[config.mk]
export PLATFORM = sky130hd
export DESIGN_NAME = knn_majority_vote_classifier
export DESIGN_NICKNAME = d
export VERILOG_FILES = /design/src/hdl/knn_pkg.sv /design/src/hdl/knn_cell.sv /design/src/hdl/knn_majority_vote_classifier.sv
export SDC_FILE = /design/constraint.sdc
export NUM_CORES = 2
export LEC_CHECK = 0
export BUFFER_PORTS_ARGS = -buffer_cell sky130_fd_sc_hd__buf_4
export CORE_UTILIZATION = 50
export CTS_BUF_LIST = sky130_fd_sc_hd__clkbuf_4 sky130_fd_sc_hd__clkbuf_8 sky130_fd_sc_hd__clkbuf_16
export DETAILED_ROUTE_END_ITERATION = 16
export PLACE_DENSITY = 0.7
export SLEW_MARGIN = 10
export SYNTH_ARGS = -nofsm -noshare
export SYNTH_HDL_FRONTEND = slang
export SYNTH_SLANG_ARGS = --single-unit
[constraint.sdc]
create_clock -name clk -period 5.2 [get_ports clk]
set_clock_uncertainty 0.2 [all_clocks]
set_input_delay 1.04 -clock clk [delete_from_list [all_inputs] [get_ports clk]]
set_output_delay 1.04 -clock clk [all_outputs]
set_load 0.005 [all_outputs]
[src/hdl/knn_pkg.sv]
// Shared types and field widths for the k-nearest-neighbour vote classifier.
package knn_pkg;

    // Fixed field widths of the stream and configuration payloads
    localparam int DIST_FIELD_W = 32;
    localparam int LABEL_W      = 8;
    localparam int VOTE_W       = 5;
    localparam int CFG_W        = 5;
    localparam int IN_DATA_W    = 40;  // distance + class_label, whole bytes
    localparam int OUT_DATA_W   = 16;  // predicted_label + vote_count, padded

    // Per-cycle command to every cell of the chain
    typedef struct packed {
        logic ins;    // insert a new point
        logic load;   // capture candidates for the vote
        logic count;  // rotate label ring and count matches
        logic scan;   // shift candidates towards cell 0
    } cell_ctrl_t;

endpackage

[src/hdl/knn_cell.sv]
// One cell of the sorted-neighbour chain: insertion slot plus vote counter.
module knn_cell #(
    parameter int DW = 32,
    parameter int CW = 5
) (
    input  logic                        clk,
    input  logic                        rst_n,
    input  knn_pkg::cell_ctrl_t         ctrl,
    input  logic                        occ,
    input  logic [DW-1:0]               new_dist,
    input  logic [knn_pkg::LABEL_W-1:0] new_label,
    input  logic                        prev_gt,
    input  logic [DW-1:0]               prev_dist,
    input  logic [knn_pkg::LABEL_W-1:0] prev_label,
    input  logic [knn_pkg::LABEL_W-1:0] nxt_label,
    input  logic                        nxt_ring_occ,
    input  logic [knn_pkg::LABEL_W-1:0] nxt_cand,
    input  logic [CW-1:0]               nxt_cnt,
    input  logic                        nxt_cand_occ,
    output logic                        gt,
    output logic [DW-1:0]               kept_dist,
    output logic [knn_pkg::LABEL_W-1:0] label,
    output logic                        ring_occ,
    output logic [knn_pkg::LABEL_W-1:0] cand,
    output logic [CW-1:0]               cnt,
    output logic                        cand_occ
);
    import knn_pkg::*;

    logic [DW-1:0]      dist_reg;
    logic [LABEL_W-1:0] label_reg;
    logic               ring_occ_reg;
    logic [LABEL_W-1:0] cand_reg;
    logic [CW-1:0]      cnt_reg;
    logic               cand_occ_reg;
    logic               match;

    // New point ranks before this entry (ties keep the older entry first)
    assign gt    = !(occ && (dist_reg <= new_dist));
    assign match = cand_occ_reg && ring_occ_reg && (label_reg == cand_reg);

    // Occupancy flags for the vote phase
    always_ff @(posedge clk or negedge rst_n)
    begin
        if (!rst_n)
        begin
            ring_occ_reg <= 1'b0;
            cand_occ_reg <= 1'b0;
        end
        else
        begin
            if (ctrl.load)
            begin
                ring_occ_reg <= occ;
                cand_occ_reg <= occ;
            end
            else if (ctrl.count)
                ring_occ_reg <= nxt_ring_occ;
            else if (ctrl.scan)
                cand_occ_reg <= nxt_cand_occ;
        end
    end

    // Entry payload: insert/shift, ring rotation, candidate shift-out
    always_ff @(posedge clk)
    begin
        if (ctrl.ins && gt)
        begin
            dist_reg  <= prev_gt ? prev_dist : new_dist;
            label_reg <= prev_gt ? prev_label : new_label;
        end
        else if (ctrl.count)
            label_reg <= nxt_label;

        if (ctrl.load)
        begin
            cand_reg <= label_reg;
            cnt_reg  <= '0;
        end
        else if (ctrl.count)
            cnt_reg <= cnt_reg + CW'(match);
        else if (ctrl.scan)
        begin
            cand_reg <= nxt_cand;
            cnt_reg  <= nxt_cnt;
        end
    end

    assign kept_dist = dist_reg;
    assign label     = label_reg;
    assign ring_occ  = ring_occ_reg;
    assign cand      = cand_reg;
    assign cnt       = cnt_reg;
    assign cand_occ  = cand_occ_reg;

endmodule

[src/hdl/knn_majority_vote_classifier.sv]
// Top level: chain of sorted-neighbour cells with a vote sequencer.
//
//  channel        | direction | payload (low bit first)                 | marker
//  s_axis         | in        | distance[31:0], class_label[39:32]      | tlast = last
//  m_axis         | out       | predicted_label[7:0], vote_count[12:8]  | -
//  neighbour_count| cfg write | neighbour_count[4:0] when _we high      | -
//
// Each training point is inserted with all cells comparing and shifting in parallel.
// A transaction with tlast then starts the vote (one load, a full ring rotation
// to count, a full shift-out to pick the winner, one hand-over to the output
// register); s_axis_tready is low until the vote is done.
// Reset empties the kept list and sets neighbour_count to 1.
// A result waiting on m_axis does not block new points; a further vote waits
// for the output register to free up.
module knn_majority_vote_classifier #(
    parameter int MAX_NEIGHBOURS = 16,
    parameter int DISTANCE_BITS  = 32
) (
    input  logic                           clk,
    input  logic                           rst_n,
    input  logic                           s_axis_tvalid,
    output logic                           s_axis_tready,
    input  logic [knn_pkg::IN_DATA_W-1:0]  s_axis_tdata,   // distance, class_label
    input  logic                           s_axis_tlast,   // last
    output logic                           m_axis_tvalid,
    input  logic                           m_axis_tready,
    output logic [knn_pkg::OUT_DATA_W-1:0] m_axis_tdata,   // predicted_label, vote_count
    input  logic                           neighbour_count_we,
    input  logic [knn_pkg::CFG_W-1:0]      neighbour_count
);
    import knn_pkg::*;

    localparam int M  = MAX_NEIGHBOURS;
    localparam int DW = (DISTANCE_BITS < DIST_FIELD_W) ? DISTANCE_BITS : DIST_FIELD_W;
    localparam int CW = $clog2(M + 1);
    localparam int KW = (CW > CFG_W) ? CW : CFG_W;
    localparam int SW = (M > 1) ? $clog2(M) : 1;

    typedef enum logic [2:0] {
        ST_IDLE,
        ST_LOAD,
        ST_COUNT,
        ST_SCAN,
        ST_HOLD
    } state_t;

    state_t             state_reg;
    logic [CFG_W-1:0]   k_cfg_reg;
    logic [CW-1:0]      fill_reg;
    logic [SW-1:0]      step_reg;
    logic [LABEL_W-1:0] best_lab_reg;
    logic [CW-1:0]      best_cnt_reg;
    logic               out_valid_reg;
    logic [LABEL_W-1:0] out_lab_reg;
    logic [VOTE_W-1:0]  out_cnt_reg;

    logic [KW-1:0]      k_eff;
    logic [KW-1:0]      n_kept;
    logic [KW-1:0]      fill_ins;
    logic               in_acc;
    logic               step_end;
    logic               better;
    cell_ctrl_t         ctrl;
    logic [DW-1:0]      in_dist;
    logic [LABEL_W-1:0] in_label;

    logic [M-1:0]               gt_w;
    logic [M-1:0]               occ_w;
    logic [M-1:0]               ring_occ_w;
    logic [M-1:0]               cand_occ_w;
    logic [DW-1:0]              dist_w  [M];
    logic [LABEL_W-1:0]         label_w [M];
    logic [LABEL_W-1:0]         cand_w  [M];
    logic [CW-1:0]              cnt_w   [M];

    assign in_dist  = s_axis_tdata[DW-1:0];
    assign in_label = s_axis_tdata[DIST_FIELD_W +: LABEL_W];

    // Effective K clamped to 1..M, kept count trimmed to K
    always_comb
    begin
        if (k_cfg_reg == '0)
            k_eff = KW'(1);
        else if (KW'(k_cfg_reg) > KW'(M))
            k_eff = KW'(M);
        else
            k_eff = KW'(k_cfg_reg);
        n_kept   = (KW'(fill_reg) > k_eff) ? k_eff : KW'(fill_reg);
        fill_ins = (n_kept < k_eff) ? (n_kept + KW'(1)) : k_eff;
    end

    assign s_axis_tready = (state_reg == ST_IDLE);
    assign in_acc        = s_axis_tvalid && s_axis_tready;
    assign step_end      = (step_reg == SW'(M - 1));

    assign ctrl.ins   = in_acc;
    assign ctrl.load  = (state_reg == ST_LOAD);
    assign ctrl.count = (state_reg == ST_COUNT);
    assign ctrl.scan  = (state_reg == ST_SCAN);

    // Cell chain: prev neighbour for insertion, next neighbour for ring and scan
    for (genvar i = 0; i < M; i++)
    begin : g_cell
        localparam int PREV = (i == 0) ? 0 : i - 1;
        localparam int NXT  = (i == M - 1) ? 0 : i + 1;

        assign occ_w[i] = (KW'(i) < n_kept);

        knn_cell #(
            .DW (DW),
            .CW (CW)
        ) u_cell (
            .clk          (clk),
            .rst_n        (rst_n),
            .ctrl         (ctrl),
            .occ          (occ_w[i]),
            .new_dist     (in_dist),
            .new_label    (in_label),
            .prev_gt      ((i == 0) ? 1'b0 : gt_w[PREV]),
            .prev_dist    (dist_w[PREV]),
            .prev_label   (label_w[PREV]),
            .nxt_label    (label_w[NXT]),
            .nxt_ring_occ (ring_occ_w[NXT]),
            .nxt_cand     (cand_w[NXT]),
            .nxt_cnt      (cnt_w[NXT]),
            .nxt_cand_occ ((i == M - 1) ? 1'b0 : cand_occ_w[NXT]),
            .gt           (gt_w[i]),
            .kept_dist    (dist_w[i]),
            .label        (label_w[i]),
            .ring_occ     (ring_occ_w[i]),
            .cand         (cand_w[i]),
            .cnt          (cnt_w[i]),
            .cand_occ     (cand_occ_w[i])
        );
    end

    // Candidate leaving cell 0 beats the best so far (ties to smaller label)
    assign better = cand_occ_w[0] &&
                    ((cnt_w[0] > best_cnt_reg) ||
                     ((cnt_w[0] == best_cnt_reg) && (cand_w[0] < best_lab_reg)));

    // Configuration register
    always_ff @(posedge clk or negedge rst_n)
    begin
        if (!rst_n)
            k_cfg_reg <= CFG_W'(1);
        else if (neighbour_count_we)
            k_cfg_reg <= neighbour_count;
    end

    // Vote sequencer and output register
    always_ff @(posedge clk or negedge rst_n)
    begin
        if (!rst_n)
        begin
            state_reg     <= ST_IDLE;
            fill_reg      <= '0;
            step_reg      <= '0;
            best_lab_reg  <= '0;
            best_cnt_reg  <= '0;
            out_valid_reg <= 1'b0;
            out_lab_reg   <= '0;
            out_cnt_reg   <= '0;
        end
        else
        begin
            // Hand-over state loads its own result, so it owns the flag then
            if (out_valid_reg && m_axis_tready && (state_reg != ST_HOLD))
                out_valid_reg <= 1'b0;

            unique case (state_reg)
                ST_IDLE:
                begin
                    if (in_acc)
                    begin
                        fill_reg <= CW'(fill_ins);
                        if (s_axis_tlast)
                            state_reg <= ST_LOAD;
                    end
                end
                ST_LOAD:
                begin
                    fill_reg     <= '0;
                    step_reg     <= '0;
                    best_lab_reg <= '0;
                    best_cnt_reg <= '0;
                    state_reg    <= ST_COUNT;
                end
                ST_COUNT:
                begin
                    if (step_end)
                    begin
                        step_reg  <= '0;
                        state_reg <= ST_SCAN;
                    end
                    else
                        step_reg <= step_reg + SW'(1);
                end
                ST_SCAN:
                begin
                    if (better)
                    begin
                        best_lab_reg <= cand_w[0];
                        best_cnt_reg <= cnt_w[0];
                    end
                    if (step_end)
                    begin
                        step_reg  <= '0;
                        state_reg <= ST_HOLD;
                    end
                    else
                        step_reg <= step_reg + SW'(1);
                end
                ST_HOLD:
                begin
                    if (!out_valid_reg || m_axis_tready)
                    begin
                        out_valid_reg <= 1'b1;
                        out_lab_reg   <= best_lab_reg;
                        out_cnt_reg   <= VOTE_W'(best_cnt_reg);
                        state_reg     <= ST_IDLE;
                    end
                end
                default:
                    state_reg <= ST_IDLE;
            endcase
        end
    end

    assign m_axis_tvalid = out_valid_reg;
    assign m_axis_tdata  = {{(OUT_DATA_W - LABEL_W - VOTE_W){1'b0}}, out_cnt_reg, out_lab_reg};

    // Kept count never exceeds the chain length
    a_fill_bound: assert property (@(posedge clk) disable iff (!rst_n)
        KW'(fill_reg) <= KW'(M))
        else $error("kept count exceeds chain length");

    // A final transaction always starts the vote
    a_last_starts_vote: assert property (@(posedge clk) disable iff (!rst_n)
        (in_acc && s_axis_tlast) |=> (state_reg == ST_LOAD))
        else $error("vote not started after final transaction");

    // The list is empty while the vote counts and scans
    a_empty_in_vote: assert property (@(posedge clk) disable iff (!rst_n)
        ((state_reg == ST_COUNT) || (state_reg == ST_SCAN)) |-> (fill_reg == '0))
        else $error("kept list not emptied at vote start");

    // A vote always covers at least one neighbour
    a_vote_nonzero: assert property (@(posedge clk) disable iff (!rst_n)
        out_valid_reg |-> (out_cnt_reg != '0))
        else $error("result with zero vote count");

    // A new result is only loaded when the output register is free
    a_no_overwrite: assert property (@(posedge clk) disable iff (!rst_n)
        (out_valid_reg && !m_axis_tready) |=> $stable(out_lab_reg))
        else $error("pending result overwritten");

endmodule
==> reports/results.ini <==
[clocking]
cts_buffer_depth=3
cts_tree=done
cts_setup_buffers=0
cts_hold_buf=0
path_clk_slew_ps=60
ctsRootBufferMaster=clkbuf_16
clkSinkCount=924
cts_resized=0
htreeDepth=3
clk_latency_ps=700
cts_buffers=102

[placed_design]
place_congestion=0.889
dpl.hpwl_um=100000
io_buffer_count=65
place_inst=6487
dpl_worst_slack_ps=127

[die]
ios=69
placementRows=119
dieHeight_um=330
initial_core_util=0.507
core_area_sq_um=106000
die_w_um=330
die-area_sq_um=109000

[sta]
worst_slew_pin_slew_ps=1180
period_share=0.937
slew_headroom=0.210
fmaxAchievable_mhz=205
report.final.slew_viol_count=0
setup_ws_ps=326
hold_viol=0
rsz0062_at_grt=no
setup_viol=0
period_minus_slack_ps=4870
tns_ps=0
hold_ws_ps=112

[final_layout]
fin_cells=6676
syn_to_final_growth_pct=11.4
drive_above_1_share=0.112
largest_register_ffs=512
finalNetCount=5818

[detailed_routing]
dr.pass1.iters=7
drt_iter0_drc=3707
ant_nets=0
drc=0
post_drt_wl_per_cell_um=20.7
vias=40073
routed_wl_um=139000
viasPerCell=6.00

[yosys]
seq_area_frac_synth=0.495
synth_area_sq_um=53600
avgSynthCellArea_sq_um=10.4
synthArstFlopShare=0.0823
synth.distinct_cells=77
synth_top_area_cell=edfxtp_1
ys_seq_elements=924
synth_edf_count=768
synth-main-ff-cell=edfxtp_1
synth.area.top_cells=edfxtp_1, ha_1, nand2_1
synth_top_area_frac=0.430
postSynthCellCount=5138
synthMostInstantiatedCell=nand2_1
synth_commonest_cells=nand2_1, edfxtp_1, o21ai_0
yosys_warnings=0

[power]
irDropWorstVdd_v=0.000350
p_total_mw=30.2
p_leak_nw=23.9
power_density_nw_per_um2=505

[global_route]
grt_max_degree=145
grt_pass1_wl_um=216000
gr-total-overflow=0
antenna_found_initial=3
track_usage=0.254
grt_pass1_vias=38558

[run]
drv_cap=0

[setup_path]
cp-start-kind=flip-flop
crit_fanout=46
crit_type=reg2reg
critPathArrivalTime_ps=5090
crit_required_ps=5420
end_kind=flip-flop

[worst_hold_path]
worstHoldPathType=in2async

[run_status]
status=finished clean

==> where the power goes <==
part | total (mW) | internal (mW) | switching (mW) | leakage, nW
Combinational | 10.4 | 4.00 | 6.43 | 13.5
Sequential | 12.3 | 10.7 | 1.60 | 8.76
Clock | 7.42 | 4.31 | 3.11 | 1.69
Total | 30.2 | 19.0 | 11.1 | 23.9
==> through the flow <==
step | instance area (sq um) | util
floorplan | 53600 | -
global placement | 56400 | 0.532
detailed placement | 56400 | 0.532
CTS | 59800 | 0.565
global route | 59800 | 0.565
finish | 59800 | 0.565
==> cell type report <==
| cell class | instances | area [sq um] |
|---|---|---|
| clock inverter | 56 | 552 |
| antenna | 1 | 2.50 |
| tap | 1391 | 1740 |
| fill | 8706 | 46100 |
| sequential | 924 | 26600 |
| inverter | 88 | 333 |
| timing repair buffer | 209 | 1870 |
| clock buffer | 132 | 2850 |
| multi-input combinational | 3875 | 25900 |
==> cells in the final DEF (no fill, tap or decap), drive strengths merged, types with 5 or more instances in the layout <==
cell type  netlist  final
nand2b          28     28
nand3          125    125
clkbuf         211    132
a31oi            8      8
nand4b           7      7
o211ai          21     21
xor2            34     34
dfrtp           75     75
a21o            27     27
or2             11     11
clkinvlp         0      5
and2             5      5
nand4          117    117
o31ai            5      5
a21oi          391    391
edfxtp         768    768
dfxtp           80     80
nor2b           29     29
a41oi           32     32
nor2           180    180
nor3            61     61
mux2           152    152
xnor2           94     94
a2111oi          6      6
and4            28     28
a22oi           42     42
ha             567    567
nand2          972    972
clkinv           0     38
bufinv           0      9
mux2i          157    157
inv             88     92
or4b             8      8
or4             14     14
o21a             8      8
nor4            22     22
a221oi          16     16
o21ai          652    652
a211oi          25     25
buf             42    209
==> metal layers <==
layer,wire length (um),part of all wire,track usage
met5,40,0.00029,0
met4,3840,0.028,0.0796
met3,11100,0.080,0.0440
met2,63600,0.46,0.406
met1,60000,0.43,0.352
==> critical path, stage by stage (launching register included) <==
cell and delay (ps):
dfrtp_1 500, nor2b_1 460, inv_1 160, ha_1 330
nand2b_1 100, a211oi_2 110, o21bai_2 380, buf_4 300
mux2_2 530, o21ai_0 570, nand2_2 370, buf_4 360
nand2_1 100, o21ai_0 90
==> cell families after synthesis <==
logic type / after synthesis / synth area share
fa+ha+maj: 567 / 0.132
xor+xnor: 128 / 0.0209
other cells: 1 / 0.0000699
simple gates: 1613 / 0.133
mux: 309 / 0.0621
compound gates: 1255 / 0.130
flops: 924 / 0.495
buf+inv: 341 / 0.0258
==> path summary, 6_finish.rpt <==
check,cells past startpoint,slack (ps),startpoint,end
worst min-delay path,1,110,rst_n,state_reg[2]$_DFFE_PN0P_
max in group asynchronous,2,3730,rst_n,g_cell[9].u_cell.ring_occ$_DFFE_PN0N_
min in group clk,2,280,out_lab_reg[4]$_DFFE_PN0P_,out_lab_reg[4]$_DFFE_PN0P_
worst max-delay path,13,330,k_cfg_reg[4]$_DFFE_PN0P_,g_cell[11].u_cell.kept_dist[17]$_DFFE_PP_
worst min register to register,2,280,out_lab_reg[4]$_DFFE_PN0P_,out_lab_reg[4]$_DFFE_PN0P_
worst max register to register,13,330,k_cfg_reg[4]$_DFFE_PN0P_,g_cell[11].u_cell.kept_dist[17]$_DFFE_PP_
Note: power is estimated with default switching activity, not from simulation.
